**config.mk**
```make
export PLATFORM = sky130hd
export DESIGN_NAME = avc_length_to_start_code_top
export DESIGN_NICKNAME = d
export VERILOG_FILES = /design/src/rtl/a2sc_pkg.sv /design/src/rtl/a2sc_front.sv /design/src/rtl/a2sc_cmdq.sv /design/src/rtl/a2sc_back.sv /design/src/rtl/avc_length_to_start_code_top.sv
export SDC_FILE = /design/constraint.sdc
export NUM_CORES = 1
export LEC_CHECK = 0
export BUFFER_PORTS_ARGS = -buffer_cell sky130_fd_sc_hd__buf_4
export CAP_MARGIN = 20
export CORE_MARGIN = 8
export CORE_UTILIZATION = 50
export DETAILED_ROUTE_END_ITERATION = 8
export GPL_ROUTABILITY_DRIVEN = 1
export GPL_TIMING_DRIVEN = 0
export PLACE_DENSITY = 0.69
export SLEW_MARGIN = 5
export SYNTH_ARGS = -nofsm -noshare
export SYNTH_HDL_FRONTEND = slang
export SYNTH_SLANG_ARGS = --single-unit
```
**constraint.sdc**
```tcl
create_clock -name clk -period 15.2 [get_ports clk]
set_input_delay 0.76 -clock clk [delete_from_list [all_inputs] [get_ports clk]]
set_output_delay 0.76 -clock clk [all_outputs]
set_load 0.01 [all_outputs]
```
**src/rtl/a2sc_pkg.sv**
```systemverilog
package a2sc_pkg;

  localparam int FILL_W    = 6;
  localparam int LEN_BYTES = 4;
  localparam int CQ_DEPTH  = 4;
  localparam int CQ_AW     = 2;

  localparam logic [4:0] IDR_TYPE = 5'd5;

  localparam logic [1:0] KIND_STREAM = 2'd0;
  localparam logic [1:0] KIND_SETUP  = 2'd1;
  localparam logic [1:0] KIND_PERR   = 2'd2;

  localparam logic [2:0] ERR_NONE     = 3'd0;
  localparam logic [2:0] ERR_TRUNC    = 3'd1;
  localparam logic [2:0] ERR_NAL_OVR  = 3'd2;
  localparam logic [2:0] ERR_UNIT_OVR = 3'd3;
  localparam logic [2:0] ERR_STORE    = 3'd4;

  localparam logic [2:0] CMD_BYTE   = 3'd0;
  localparam logic [2:0] CMD_SC     = 3'd1;
  localparam logic [2:0] CMD_NAL    = 3'd2;
  localparam logic [2:0] CMD_REPORT = 3'd3;
  localparam logic [2:0] CMD_PERR   = 3'd4;

  typedef struct packed {
    logic       opcode;
    logic [7:0] data_byte;
    logic       last_byte;
  } in_item_t;

  typedef struct packed {
    logic [1:0] kind;
    logic [7:0] out_byte;
    logic       end_of_packet;
    logic [2:0] error_code;
    logic       sps_missing;
    logic       pps_missing;
  } out_item_t;

  typedef struct packed {
    logic [2:0]        op;
    logic [7:0]        data;
    logic              long_sc;
    logic              eop;
    logic [FILL_W-1:0] fill;
    logic [2:0]        err;
    logic              sm;
    logic              pm;
  } cmd_t;

  typedef struct packed {
    logic              en;
    logic [FILL_W-1:0] addr;
    logic [7:0]        data;
  } store_wr_t;

endpackage

```
**src/rtl/a2sc_front.sv**
```systemverilog
module a2sc_front #(
  parameter int PSTORE_BYTES = 56
) (
  input  logic                clk,
  input  logic                rst_n,
  input  logic                push,
  input  a2sc_pkg::in_item_t  in_item,
  output logic                full,
  input  logic                q_full,
  output logic                q_push,
  output a2sc_pkg::cmd_t      q_cmd,
  input  logic                burst_done,
  output a2sc_pkg::store_wr_t st_wr
);
  import a2sc_pkg::*;

  localparam logic [2:0] RP_SKIP   = 3'd0;
  localparam logic [2:0] RP_SPSCNT = 3'd1;
  localparam logic [2:0] RP_LENHI  = 3'd2;
  localparam logic [2:0] RP_LENLO  = 3'd3;
  localparam logic [2:0] RP_PPSCNT = 3'd4;
  localparam logic [2:0] RP_BODY   = 3'd5;
  localparam logic [2:0] RP_DONE   = 3'd6;
  localparam logic [2:0] RP_FAIL   = 3'd7;

  localparam logic [1:0] PP_LEN  = 2'd0;
  localparam logic [1:0] PP_HEAD = 2'd1;
  localparam logic [1:0] PP_BODY = 2'd2;

  logic [2:0]        rec_phase_r, rec_phase_nxt;
  logic [2:0]        rec_pos_r, rec_pos_nxt;
  logic [7:0]        unit_cnt_r, unit_cnt_nxt;
  logic [15:0]       unit_left_r, unit_left_nxt;
  logic              sps_r, sps_nxt;
  logic              pps_r, pps_nxt;
  logic [2:0]        rec_err_r, rec_err_nxt;
  logic [FILL_W-1:0] fill_r, fill_nxt;
  logic [2:0]        wr_left_r, wr_left_nxt;
  logic [1:0]        pkt_phase_r, pkt_phase_nxt;
  logic [1:0]        prefix_r, prefix_nxt;
  logic [31:0]       nal_rem_r, nal_rem_nxt;
  logic              first_r, first_nxt;
  logic              burst_pend_r, burst_pend_nxt;

  logic              acc;
  logic [7:0]        b;
  logic [15:0]       lv;
  logic [16:0]       need;
  logic [7:0]        cnt_dec;
  logic [2:0]        fin_phase;
  logic [15:0]       left_dec;
  logic [31:0]       nal_shift;
  logic [31:0]       nal_dec;
  logic [2:0]        errc;
  logic              wr_start;

  assign full = !rst_n || (wr_left_r != 3'd0) || q_full || burst_pend_r;
  assign acc  = push && !full;
  assign b    = in_item.data_byte;

  assign lv        = {unit_left_r[15:8], b};
  assign need      = {{(17 - FILL_W){1'b0}}, fill_r} + 17'd4 + {1'b0, lv};
  assign cnt_dec   = unit_cnt_r - 8'd1;
  assign fin_phase = (cnt_dec != 8'd0) ? RP_LENHI :
                     ((rec_pos_r != 3'd0) ? RP_DONE : RP_PPSCNT);
  assign left_dec  = unit_left_r - 16'd1;
  assign nal_shift = {nal_rem_r[23:0], b};
  assign nal_dec   = nal_rem_r - 32'd1;

  always_comb begin
    rec_phase_nxt  = rec_phase_r;
    rec_pos_nxt    = rec_pos_r;
    unit_cnt_nxt   = unit_cnt_r;
    unit_left_nxt  = unit_left_r;
    sps_nxt        = sps_r;
    pps_nxt        = pps_r;
    rec_err_nxt    = rec_err_r;
    fill_nxt       = fill_r;
    wr_left_nxt    = wr_left_r;
    pkt_phase_nxt  = pkt_phase_r;
    prefix_nxt     = prefix_r;
    nal_rem_nxt    = nal_rem_r;
    first_nxt      = first_r;
    burst_pend_nxt = burst_pend_r;
    wr_start       = 1'b0;
    errc           = ERR_NONE;
    q_push         = 1'b0;
    q_cmd          = '0;
    st_wr          = '0;

    if (burst_done) begin
      burst_pend_nxt = 1'b0;
    end

    if (wr_left_r != 3'd0) begin
      st_wr.en    = 1'b1;
      st_wr.addr  = fill_r;
      st_wr.data  = (wr_left_r == 3'd1) ? 8'd1 : 8'd0;
      fill_nxt    = fill_r + FILL_W'(1);
      wr_left_nxt = wr_left_r - 3'd1;
    end

    if (acc && !in_item.opcode) begin
      unique case (rec_phase_r)
        RP_SKIP: begin
          if (rec_pos_r == 3'd0) begin
            fill_nxt      = '0;
            sps_nxt       = 1'b0;
            pps_nxt       = 1'b0;
            rec_err_nxt   = ERR_NONE;
            unit_cnt_nxt  = '0;
            unit_left_nxt = '0;
          end
          if (rec_pos_r >= 3'd4) begin
            rec_phase_nxt = RP_SPSCNT;
            rec_pos_nxt   = 3'd0;
          end else begin
            rec_pos_nxt = rec_pos_r + 3'd1;
          end
        end
        RP_SPSCNT: begin
          unit_cnt_nxt  = {3'd0, b[4:0]};
          sps_nxt       = (b[4:0] != 5'd0);
          rec_phase_nxt = (b[4:0] != 5'd0) ? RP_LENHI : RP_PPSCNT;
        end
        RP_PPSCNT: begin
          unit_cnt_nxt  = b;
          pps_nxt       = (b != 8'd0);
          rec_pos_nxt   = 3'd1;
          rec_phase_nxt = (b != 8'd0) ? RP_LENHI : RP_DONE;
        end
        RP_LENHI: begin
          unit_left_nxt = {b, 8'd0};
          rec_phase_nxt = RP_LENLO;
        end
        RP_LENLO: begin
          unit_left_nxt = lv;
          if (need > 17'(PSTORE_BYTES)) begin
            rec_err_nxt   = ERR_STORE;
            fill_nxt      = '0;
            rec_phase_nxt = RP_FAIL;
          end else begin
            wr_start = 1'b1;
            if (lv == 16'd0) begin
              unit_cnt_nxt  = cnt_dec;
              rec_phase_nxt = fin_phase;
            end else begin
              rec_phase_nxt = RP_BODY;
            end
          end
        end
        RP_BODY: begin
          if (fill_r < FILL_W'(PSTORE_BYTES)) begin
            st_wr.en   = 1'b1;
            st_wr.addr = fill_r;
            st_wr.data = b;
            fill_nxt   = fill_r + FILL_W'(1);
          end
          unit_left_nxt = left_dec;
          if (left_dec == 16'd0) begin
            unit_cnt_nxt  = cnt_dec;
            rec_phase_nxt = fin_phase;
          end
        end
        RP_DONE, RP_FAIL: begin
        end
        default: begin
        end
      endcase

      if (in_item.last_byte) begin
        if (rec_phase_nxt != RP_DONE && rec_phase_nxt != RP_FAIL) begin
          rec_err_nxt = ERR_UNIT_OVR;
          fill_nxt    = '0;
          wr_start    = 1'b0;
        end
        q_push        = 1'b1;
        q_cmd.op      = CMD_REPORT;
        q_cmd.err     = rec_err_nxt;
        q_cmd.sm      = (rec_err_nxt != ERR_NONE) || !sps_nxt;
        q_cmd.pm      = (rec_err_nxt != ERR_NONE) || !pps_nxt;
        rec_phase_nxt = RP_SKIP;
        rec_pos_nxt   = 3'd0;
        unit_cnt_nxt  = '0;
        unit_left_nxt = '0;
      end

      if (wr_start) begin
        wr_left_nxt = 3'd4;
      end
    end

    if (acc && in_item.opcode) begin
      if (in_item.last_byte) begin
        if (pkt_phase_r != PP_HEAD && pkt_phase_r != PP_BODY) begin
          if (prefix_r < 2'(LEN_BYTES - 1)) begin
            errc = ERR_TRUNC;
          end else if (nal_shift != 32'd0) begin
            errc = ERR_NAL_OVR;
          end
        end else if (nal_rem_r > 32'd1) begin
          errc = ERR_NAL_OVR;
        end
      end

      if (errc != ERR_NONE) begin
        q_push    = 1'b1;
        q_cmd.op  = CMD_PERR;
        q_cmd.err = errc;
        q_cmd.eop = 1'b1;
      end else begin
        priority case (pkt_phase_r)
          PP_HEAD: begin
            q_push        = 1'b1;
            q_cmd.op      = CMD_NAL;
            q_cmd.data    = b;
            q_cmd.long_sc = first_r;
            q_cmd.eop     = in_item.last_byte;
            q_cmd.fill    = (b[4:0] == IDR_TYPE) ? fill_r : '0;
            first_nxt     = 1'b0;
            nal_rem_nxt   = nal_dec;
            pkt_phase_nxt = (nal_dec != 32'd0) ? PP_BODY : PP_LEN;
            if ((b[4:0] == IDR_TYPE) && (fill_r != '0)) begin
              burst_pend_nxt = 1'b1;
            end
          end
          PP_BODY: begin
            q_push      = 1'b1;
            q_cmd.op    = CMD_BYTE;
            q_cmd.data  = b;
            q_cmd.eop   = in_item.last_byte;
            nal_rem_nxt = nal_dec;
            if (nal_dec == 32'd0) begin
              pkt_phase_nxt = PP_LEN;
            end
          end
          default: begin
            pkt_phase_nxt = PP_LEN;
            nal_rem_nxt   = nal_shift;
            if (prefix_r >= 2'(LEN_BYTES - 1)) begin
              prefix_nxt = 2'd0;
              if (nal_shift == 32'd0) begin
                q_push        = 1'b1;
                q_cmd.op      = CMD_SC;
                q_cmd.long_sc = first_r;
                q_cmd.eop     = in_item.last_byte;
                first_nxt     = 1'b0;
              end else begin
                pkt_phase_nxt = PP_HEAD;
              end
            end else begin
              prefix_nxt = prefix_r + 2'd1;
            end
          end
        endcase
      end

      if (in_item.last_byte) begin
        pkt_phase_nxt = PP_LEN;
        prefix_nxt    = 2'd0;
        nal_rem_nxt   = 32'd0;
        first_nxt     = 1'b1;
      end
    end
  end

  always_ff @(posedge clk) begin
    if (!rst_n) begin
      rec_phase_r  <= RP_SKIP;
      rec_pos_r    <= 3'd0;
      unit_cnt_r   <= '0;
      unit_left_r  <= '0;
      sps_r        <= 1'b0;
      pps_r        <= 1'b0;
      rec_err_r    <= ERR_NONE;
      fill_r       <= '0;
      wr_left_r    <= 3'd0;
      pkt_phase_r  <= PP_LEN;
      prefix_r     <= 2'd0;
      nal_rem_r    <= 32'd0;
      first_r      <= 1'b1;
      burst_pend_r <= 1'b0;
    end else begin
      rec_phase_r  <= rec_phase_nxt;
      rec_pos_r    <= rec_pos_nxt;
      unit_cnt_r   <= unit_cnt_nxt;
      unit_left_r  <= unit_left_nxt;
      sps_r        <= sps_nxt;
      pps_r        <= pps_nxt;
      rec_err_r    <= rec_err_nxt;
      fill_r       <= fill_nxt;
      wr_left_r    <= wr_left_nxt;
      pkt_phase_r  <= pkt_phase_nxt;
      prefix_r     <= prefix_nxt;
      nal_rem_r    <= nal_rem_nxt;
      first_r      <= first_nxt;
      burst_pend_r <= burst_pend_nxt;
    end
  end

endmodule

```
**src/rtl/a2sc_cmdq.sv**
```systemverilog
module a2sc_cmdq (
  input  logic           clk,
  input  logic           rst_n,
  input  logic           q_push,
  input  a2sc_pkg::cmd_t q_wdata,
  output logic           q_full,
  input  logic           q_pop,
  output a2sc_pkg::cmd_t q_rdata,
  output logic           q_empty
);
  import a2sc_pkg::*;

  cmd_t             slot_r [CQ_DEPTH];
  logic [CQ_AW-1:0] wptr_r, wptr_nxt;
  logic [CQ_AW-1:0] rptr_r, rptr_nxt;
  logic [CQ_AW:0]   cnt_r, cnt_nxt;
  logic             do_push;
  logic             do_pop;

  assign q_full  = (cnt_r == (CQ_AW + 1)'(CQ_DEPTH));
  assign q_empty = (cnt_r == '0);
  assign q_rdata = slot_r[rptr_r];
  assign do_push = q_push && !q_full;
  assign do_pop  = q_pop && !q_empty;

  always_comb begin
    wptr_nxt = do_push ? wptr_r + CQ_AW'(1) : wptr_r;
    rptr_nxt = do_pop ? rptr_r + CQ_AW'(1) : rptr_r;
    cnt_nxt  = cnt_r + (CQ_AW + 1)'(do_push) - (CQ_AW + 1)'(do_pop);
  end

  always_ff @(posedge clk) begin
    if (do_push) begin
      slot_r[wptr_r] <= q_wdata;
    end
  end

  always_ff @(posedge clk) begin
    if (!rst_n) begin
      wptr_r <= '0;
      rptr_r <= '0;
      cnt_r  <= '0;
    end else begin
      wptr_r <= wptr_nxt;
      rptr_r <= rptr_nxt;
      cnt_r  <= cnt_nxt;
    end
  end

endmodule

```
**src/rtl/a2sc_back.sv**
```systemverilog
module a2sc_back #(
  parameter int PSTORE_BYTES = 56
) (
  input  logic                clk,
  input  logic                rst_n,
  input  a2sc_pkg::store_wr_t st_wr,
  input  logic                q_empty,
  input  a2sc_pkg::cmd_t      q_rdata,
  output logic                q_pop,
  output logic                burst_done,
  output logic                empty,
  input  logic                pop,
  output a2sc_pkg::out_item_t out_item
);
  import a2sc_pkg::*;

  localparam int AW = $clog2(PSTORE_BYTES);

  localparam logic [1:0] B_IDLE  = 2'd0;
  localparam logic [1:0] B_BURST = 2'd1;
  localparam logic [1:0] B_SC    = 2'd2;
  localparam logic [1:0] B_BYTE  = 2'd3;

  logic [7:0]        mem [PSTORE_BYTES];
  logic [7:0]        rdata_r;

  logic [1:0]        state_r, state_nxt;
  cmd_t              cmd_r, cmd_nxt;
  logic [FILL_W-1:0] idx_r, idx_nxt;
  logic [2:0]        sc_left_r, sc_left_nxt;
  logic              ov_r, ov_nxt;
  out_item_t         res_r;
  out_item_t         res;
  logic              out_load;
  logic              step;
  logic [FILL_W-1:0] idx_inc;

  assign step     = !ov_r || pop;
  assign empty    = !ov_r;
  assign out_item = res_r;
  assign idx_inc  = idx_r + FILL_W'(1);

  always_comb begin
    state_nxt   = state_r;
    cmd_nxt     = cmd_r;
    idx_nxt     = '0;
    sc_left_nxt = sc_left_r;
    q_pop       = 1'b0;
    burst_done  = 1'b0;
    out_load    = 1'b0;
    res         = '0;

    unique case (state_r)
      B_IDLE: begin
        if (step && !q_empty) begin
          q_pop    = 1'b1;
          cmd_nxt  = q_rdata;
          out_load = 1'b1;
          priority case (q_rdata.op)
            CMD_BYTE: begin
              res.kind          = KIND_STREAM;
              res.out_byte      = q_rdata.data;
              res.end_of_packet = q_rdata.eop;
            end
            CMD_REPORT: begin
              res.kind        = KIND_SETUP;
              res.error_code  = q_rdata.err;
              res.sps_missing = q_rdata.sm;
              res.pps_missing = q_rdata.pm;
            end
            CMD_PERR: begin
              res.kind          = KIND_PERR;
              res.error_code    = q_rdata.err;
              res.end_of_packet = 1'b1;
            end
            CMD_SC: begin
              res.kind    = KIND_STREAM;
              sc_left_nxt = q_rdata.long_sc ? 3'd3 : 3'd2;
              state_nxt   = B_SC;
            end
            CMD_NAL: begin
              res.kind = KIND_STREAM;
              if (q_rdata.fill != '0) begin
                res.out_byte = rdata_r;
                if (q_rdata.fill == FILL_W'(1)) begin
                  burst_done  = 1'b1;
                  sc_left_nxt = q_rdata.long_sc ? 3'd4 : 3'd3;
                  state_nxt   = B_SC;
                end else begin
                  idx_nxt   = FILL_W'(1);
                  state_nxt = B_BURST;
                end
              end else begin
                sc_left_nxt = q_rdata.long_sc ? 3'd3 : 3'd2;
                state_nxt   = B_SC;
              end
            end
            default: begin
              out_load = 1'b0;
            end
          endcase
        end
      end
      B_BURST: begin
        if (step) begin
          out_load     = 1'b1;
          res.kind     = KIND_STREAM;
          res.out_byte = rdata_r;
          if (idx_inc == cmd_r.fill) begin
            burst_done  = 1'b1;
            sc_left_nxt = cmd_r.long_sc ? 3'd4 : 3'd3;
            state_nxt   = B_SC;
          end else begin
            idx_nxt = idx_inc;
          end
        end else begin
          idx_nxt = idx_r;
        end
      end
      B_SC: begin
        if (step) begin
          out_load          = 1'b1;
          res.kind          = KIND_STREAM;
          res.out_byte      = (sc_left_r == 3'd1) ? 8'd1 : 8'd0;
          res.end_of_packet = (sc_left_r == 3'd1) && (cmd_r.op == CMD_SC) && cmd_r.eop;
          sc_left_nxt       = sc_left_r - 3'd1;
          if (sc_left_r == 3'd1) begin
            state_nxt = (cmd_r.op == CMD_NAL) ? B_BYTE : B_IDLE;
          end
        end
      end
      B_BYTE: begin
        if (step) begin
          out_load          = 1'b1;
          res.kind          = KIND_STREAM;
          res.out_byte      = cmd_r.data;
          res.end_of_packet = cmd_r.eop;
          state_nxt         = B_IDLE;
        end
      end
      default: begin
        state_nxt = B_IDLE;
      end
    endcase

    if (out_load) begin
      ov_nxt = 1'b1;
    end else if (pop) begin
      ov_nxt = 1'b0;
    end else begin
      ov_nxt = ov_r;
    end
  end

  always_ff @(posedge clk) begin
    if (st_wr.en) begin
      mem[st_wr.addr[AW-1:0]] <= st_wr.data;
    end
    rdata_r <= mem[idx_nxt[AW-1:0]];
  end

  always_ff @(posedge clk) begin
    cmd_r <= cmd_nxt;
    if (out_load) begin
      res_r <= res;
    end
  end

  always_ff @(posedge clk) begin
    if (!rst_n) begin
      state_r   <= B_IDLE;
      idx_r     <= '0;
      sc_left_r <= 3'd0;
      ov_r      <= 1'b0;
    end else begin
      state_r   <= state_nxt;
      idx_r     <= idx_nxt;
      sc_left_r <= sc_left_nxt;
      ov_r      <= ov_nxt;
    end
  end

endmodule

```
**src/rtl/avc_length_to_start_code_top.sv**
```systemverilog
// Throughput: one input byte per cycle for length and body bytes unless full;
//   a NAL's first byte yields 4 or 5 results, plus the stored parameter sets
//   on IDR. The record length-low byte stalls input while a start code is
//   stored; an IDR burst stalls input until the store has been read out (one
//   store byte per cycle while results are popped).
// Reset: synchronous, active low; clears control state, store contents stay.
module avc_length_to_start_code_top #(
  parameter int PSTORE_BYTES = 56
) (
  input  logic                clk,
  input  logic                rst_n,
  input  logic                push,
  output logic                full,
  input  a2sc_pkg::in_item_t  in_item,
  output logic                empty,
  input  logic                pop,
  output a2sc_pkg::out_item_t out_item
);
  import a2sc_pkg::*;

  logic      q_push;
  logic      q_full;
  logic      q_pop;
  logic      q_empty;
  cmd_t      q_wdata;
  cmd_t      q_rdata;
  logic      burst_done;
  store_wr_t st_wr;

  a2sc_front #(
    .PSTORE_BYTES(PSTORE_BYTES)
  ) u_front (
    .clk       (clk),
    .rst_n     (rst_n),
    .push      (push),
    .in_item   (in_item),
    .full      (full),
    .q_full    (q_full),
    .q_push    (q_push),
    .q_cmd     (q_wdata),
    .burst_done(burst_done),
    .st_wr     (st_wr)
  );

  a2sc_cmdq u_cmdq (
    .clk    (clk),
    .rst_n  (rst_n),
    .q_push (q_push),
    .q_wdata(q_wdata),
    .q_full (q_full),
    .q_pop  (q_pop),
    .q_rdata(q_rdata),
    .q_empty(q_empty)
  );

  a2sc_back #(
    .PSTORE_BYTES(PSTORE_BYTES)
  ) u_back (
    .clk       (clk),
    .rst_n     (rst_n),
    .st_wr     (st_wr),
    .q_empty   (q_empty),
    .q_rdata   (q_rdata),
    .q_pop     (q_pop),
    .burst_done(burst_done),
    .empty     (empty),
    .pop       (pop),
    .out_item  (out_item)
  );

endmodule

```
======== After elaboration in Yosys (flattened, before gate mapping) ========
Memory sizes are Yosys's and may differ from the RTL's. A register that Yosys moved wholly into a read port is not among the register bits.
Index checks and enable logic that the tools add are counted.
cells by class
  add/sub/neg operators ................... 15
  $lt $le $gt $ge ......................... 6
  equal/unequal tests ..................... 43
  muxes and demuxes ....................... 177
  reduce and logical (&&, ||, !) cells .... 70
operator list
  kind                                                             number
  two-way mux 3 bit                                                38
  two-way mux 32 bit                                               3
  two-way mux 6 bit                                                15
  logical NOT 32 bit                                               2
  two-way mux 8 bit                                                8
  one-hot mux 16 bit (4 select lines)                              1
  nonzero test 32 bit                                              2
  two-way mux 15 bit                                               4
  two-way mux 2 bit                                                27
  two-way mux 1 bit                                                49
  two-way mux 16 bit                                               3
  one-hot mux 10 bit (4 select lines)                              1
  one-hot mux 8 bit (5 select lines)                               1
  greater-than comparator 32 x 1 -> 1 bit (second input constant)  1
  logical NOT 16 bit                                               2
  subtractor 32 x 1 -> 32 bit (second input constant)              1
  two-way mux 9 bit                                                3
  one-hot mux 3 bit (2 select lines)                               4
  nonzero test 3 bit                                               8
  two-way mux 22 bit                                               1
  one-hot mux 3 bit (6 select lines)                               1
  one-hot mux 6 bit (3 select lines)                               1
  nonzero test 6 bit                                               3
  adder 17 x 16 -> 17 bit                                          1
  53 further kinds                                                 131
word-level totals
  register bits ........................... 136
  memory bits (writable) .................. 544
  input bits .............................. 14
  output and inout bits ................... 18
  logic and storage cells ................. 346
  memories kept ........................... 2
memories
  memory         words  bits a word  rd ports  clocked after Yosys merged registers in  wr ports  RTL line         source
  u_back.mem     56     8            1         1                                        1         a2sc_back.sv:24  logic [7:0] mem [PSTORE_BYTES];
  u_cmdq.slot_r  4      24           1         1                                        1         a2sc_cmdq.sv:13  cmd_t slot_r [CQ_DEPTH];

======== Depth between registers and ports, before layout ========
  depth after elaboration ................. 19
  gate-level depth with buffers ........... 18

======== Hierarchy ========
A second synthesis with hierarchy kept.
unflattened totals
  cell total of the unflattened synthesis .. 2,425
  area total of the unflattened synthesis .. 31,270.0 µm²
by module, submodules not included
  module      times used  cells each  area an instance (µm²)  seq. area each (µm²)
  a2sc_back   1           1,222       20,259.4                14,904.3
  a2sc_front  1           1,026       7,021.7                 1,641.6
  a2sc_cmdq   1           177         3,988.8                 3,062.9

======== Worst setup path after synthesis ========
Ideal clock, no wire load.
  path kind ............................... input to register
  start point ............................. in rst_n
  end point ............................... mem u_back.mem[0][0], data pin
  library setup time ...................... 0.640 ns
  data arrival time ....................... 4.412 ns
  required time ........................... 14.560 ns
  slack ................................... 10.148 ns
  stages on the path ...................... 7
  path buffers ............................ 1
  path through ............................ clkbuf_1 inv_1 a2111oi_0 nand2_1 nor2_1 nand2_1 o21ai_0
RTL lines
  item             RTL line                            source
  start, declared  avc_length_to_start_code_top.sv:11  input logic rst_n,
  end, declared    a2sc_back.sv:24

======== Worst setup path after layout ========
  start point ............................. reg u_back.idx_r[0]
  end point ............................... reg u_back.rdata_r[4], read port of u_back.mem
on the way
  longest elaborated chain between the ends .. 5
ends and longest elaborated chain
  item                                    RTL line          source
  start, declared                         a2sc_back.sv:29   logic [FILL_W-1:0] idx_r, idx_nxt;
  start signal, assigned                  a2sc_back.sv:177  idx_r <= idx_nxt;
  adder 6 x 1 -> 6 bit                    a2sc_back.sv:41   assign idx_inc = idx_r + FILL_W'(1);
  equality test 6 bit                     a2sc_back.sv:109  if (idx_inc == cmd_r.fill) begin
  two-way mux 6 bit                       a2sc_back.sv:109
  two-way mux 6 bit (*)                   a2sc_back.sv:105  if (step) begin
  one-hot mux 6 bit (2 select lines) (*)  a2sc_back.sv:53   unique case (state_r)
  end, declared                           a2sc_back.sv:25   logic [7:0] rdata_r;
Mark *: on every way between the ends. The rest lies on a longest branch, timed or not.
A chain may end at the register's enable or synchronous reset.

==> run_results.csv <==
group,metric,value,unit
power,p_comb_share,32.6,%
synth,syn_area,31500,um2
synth,async_reset_ff_share,0,%
die,die_width,267,um
setup_path,worstSetupStartpointType,"flip-flop",
final_layout,syn2layout_area_growth,12.7,%
die,rows,92,
power,switching_share,35.2,%
power,seqPwrFrac,37.0,%
synth,synthesis.nets,2774,
clocking,cts_max_level,3,
placed_design,port-buffer-count,30,
synth,ys_seq_elements,690,
job,drv_cap,0,
timing,period_share,35.7,%
clocking,clk-insertion-delay-late,0.62,ns
routing,first_pass_iters,5,
global_route,overflow,0,
die,core,62600,um2
final_layout,n_fill_cell,5136,
power,clockPowerShare,30.4,%
timing,setup_viol,0,
routing,num_vias,23800,
placed_design,place_inst,3607,
clocking,clockBufferDepth,3,
power,power,6.04,mW
clocking,clkSinkCount,690,
setup_path,worstPathArrival,5.96,ns
setup_path,endpoint_kind,"flip-flop",
final_layout,regArea,19600,um2
timing,slew_headroom,16.2,%
routing,drt-initial-drc-count,3371,
placed_design,routabilityCongestion,0.967,
power,p_sw,2.12,mW
timing,tns,0,ns
final_layout,fin_cells,3740,
synth,seq_area_frac_synth,62.3,%
synth,synth_cell_types,87,
final_layout,multiInputGateArea,10900,um2
power,ir_drop,99.0,uV
placed_design,place_ws,9.89,ns
routing,drc_errors,0,
global_route,track_usage,27.0,%
synth,synth_flop_cell,"edfxtp_1",
power,leakage,11.9,nW
routing,detail-route-antenna-nets,0,
setup_path,path_class,"flip-flop to flip-flop",
synth,ys.warnings.count,0,
timing,clock.fmax,184,MHz
placed_design,hpwl,67.8,mm
timing,tightest_slew,1.26,ns
power,p_per_area,170,nW/um2
global_route,grt_start_max_net_pins,42,
timing,period_needed,5.42,ns
synth,synth-edff-count,579,
timing,report.final.hold_viol_count,0,
clocking,cts_buffers,73,
synth,synth_top_area_share,55.2,%
status,status,"complete, no violations",
final_layout,drive_gt1_share,9.16,%
timing,fin_ws,9.78,ns
synth,synth_top_area_cell,"edfxtp_1",
min_path,hp-class,"flip-flop to flip-flop",
timing,drv_slew,0,
timing,rsz0062_at_grt,"false",
final_layout,diodes,0,
global_route,grt_first_pass_wirelength,145,mm
final_layout,final_cell_mix,"edfxtp_1, nand2_1, nor2_1",
routing,wirelength,98.7,mm
setup_path,cp_max_fo,10,
clocking,cts_post_setup_buffers_inserted,0,
synth,syn-instance-count,2716,
clocking,cts_resized,0,
die,initial_core_util,50.3,%
die,dieArea,71200,um2
clocking,cts_hold_buf,0,
timing,clock_skew,0.0316,ns
final_layout,layout.nets,2896,
power,internal_power,3.91,mW
die,die_h,267,um
synth,synthTopCellsByArea,"edfxtp_1, dfxtp_1, nand2_1",
clocking,clk_pin_slew,0.06,ns
routing,vias_per_cell,6.37,
global_route,grt_pass1_vias,22600,
routing,post_drt_wl_per_cell,26.4,um
final_layout,mostFrequentLayoutCell,"edfxtp_1",
die,ios,32,
global_route,antenna_found_initial,1,
clocking,cts_tree,"yes",
setup_path,worstPathRequired,15.73,ns
synth,syn_area_per_cell,11.6,um2
clocking,clock-root-buffer,"clkbuf_16",
metal layers:
metal / share of wire, % / GRT usage (%) / vias to the layer above
li1: - / - / 10400
met1: 40 / 36.6 / 11700
met2: 45 / 42.1 / 1432
met3: 10 / 4.86 / 268
met4: 4.8 / 12.7 / 0
met5: 0 / 0 / -
power by group through the flow:
| stage | combinational (mW) | sequential [mW] | clock, mW |
|---|---|---|---|
| floorplan | 1.22 | 2.27 | 0 |
| global placement | 1.87 | 2.27 | 0 |
| detailed placement | 1.91 | 2.27 | 0 |
| CTS | 1.92 | 2.23 | 1.84 |
| global route | 2.08 | 2.24 | 1.91 |
| finish | 1.97 | 2.23 | 1.83 |
critical path: stages, from the launching register on:
cell,delay [ns]
dfxtp_1,0.37
ha_1,0.30
nand2b_1,0.19
a21o_1,0.18
a31oi_1,0.50
o211ai_1,0.22
a21boi_1,0.92
nor2_1,0.48
clkbuf_1,0.53
a31oi_1,0.28
a21oi_1,0.09
a2111oi_1,0.98
a211o_1,0.28
final timing paths:
path                        start           endpoint  slack (ns)  depth (start not counted)
setup / recovery  u_back.idx_r[0]  u_back.rdata_r[4]        9.78                         12
hold / removal      u_front.pps_r      u_front.pps_r        0.47                          2
setup reg to reg  u_back.idx_r[0]  u_back.rdata_r[4]        9.78                         12
hold reg to reg     u_front.pps_r      u_front.pps_r        0.47                          2
cell type report:
type                       count  share of cell area [%]
sequential                   690                    55.3
multi-input combinational   1797                    30.7
clock buffer                  89                    5.41
tap                          846                    2.98
buffer                       178                    2.31
clock inverter                42                    1.43
timing repair buffer          47                    1.32
inverter                      51                   0.540
registers in the layout, indices dropped and copies added (netlist names), 6 cells and up, named ones only:
register and count:
u_back.mem 448, u_cmdq.slot_r 96, u_front.nal_rem_r 32, u_back.cmd_r 19
u_back.out_item 16, u_front.unit_left_r 16, u_back.rdata_r 8, u_front.unit_cnt_r 8
u_back.idx_r 6, u_front.fill_r 6
cell families after synthesis:
family                     count (synthesis)  share of synthesized area, %
DFF                                      690                          62.3
and+or+nand+nor                         1071                          15.6
AOI/OAI and AO/OA                        558                          12.2
buffers and inverters                    229                          3.21
xor gates and xnor gates                  55                          1.53
muxes                                     69                          3.31
adders and majority gates                 44                          1.80
through the flow:
stage	cell area [um2]	hold slack, ns	util, %
6_report	35500	0.466	56.7
5_1_grt	35500	0.481	56.7
4_1_cts	35500	0.458	56.6
3_5_place_dp	33000	0.450	52.8
3_3_place_gp	32800	0.448	52.3
2_1_floorplan	31500	0.436	-
synth_stat cells (42+ instances only):
library cell and count:
and3_1 57, nor2_1 219, ha_1 42, a211oi_1 58, o21ai_0 102, inv_1 50, nand3_1 139, a21oi_1 80
nor3_1 47, clkbuf_1 121, a22oi_1 66, edfxtp_1 579, nand2_1 456, dfxtp_1 111
No activity file was read; power rests on OpenSTA's default activity.
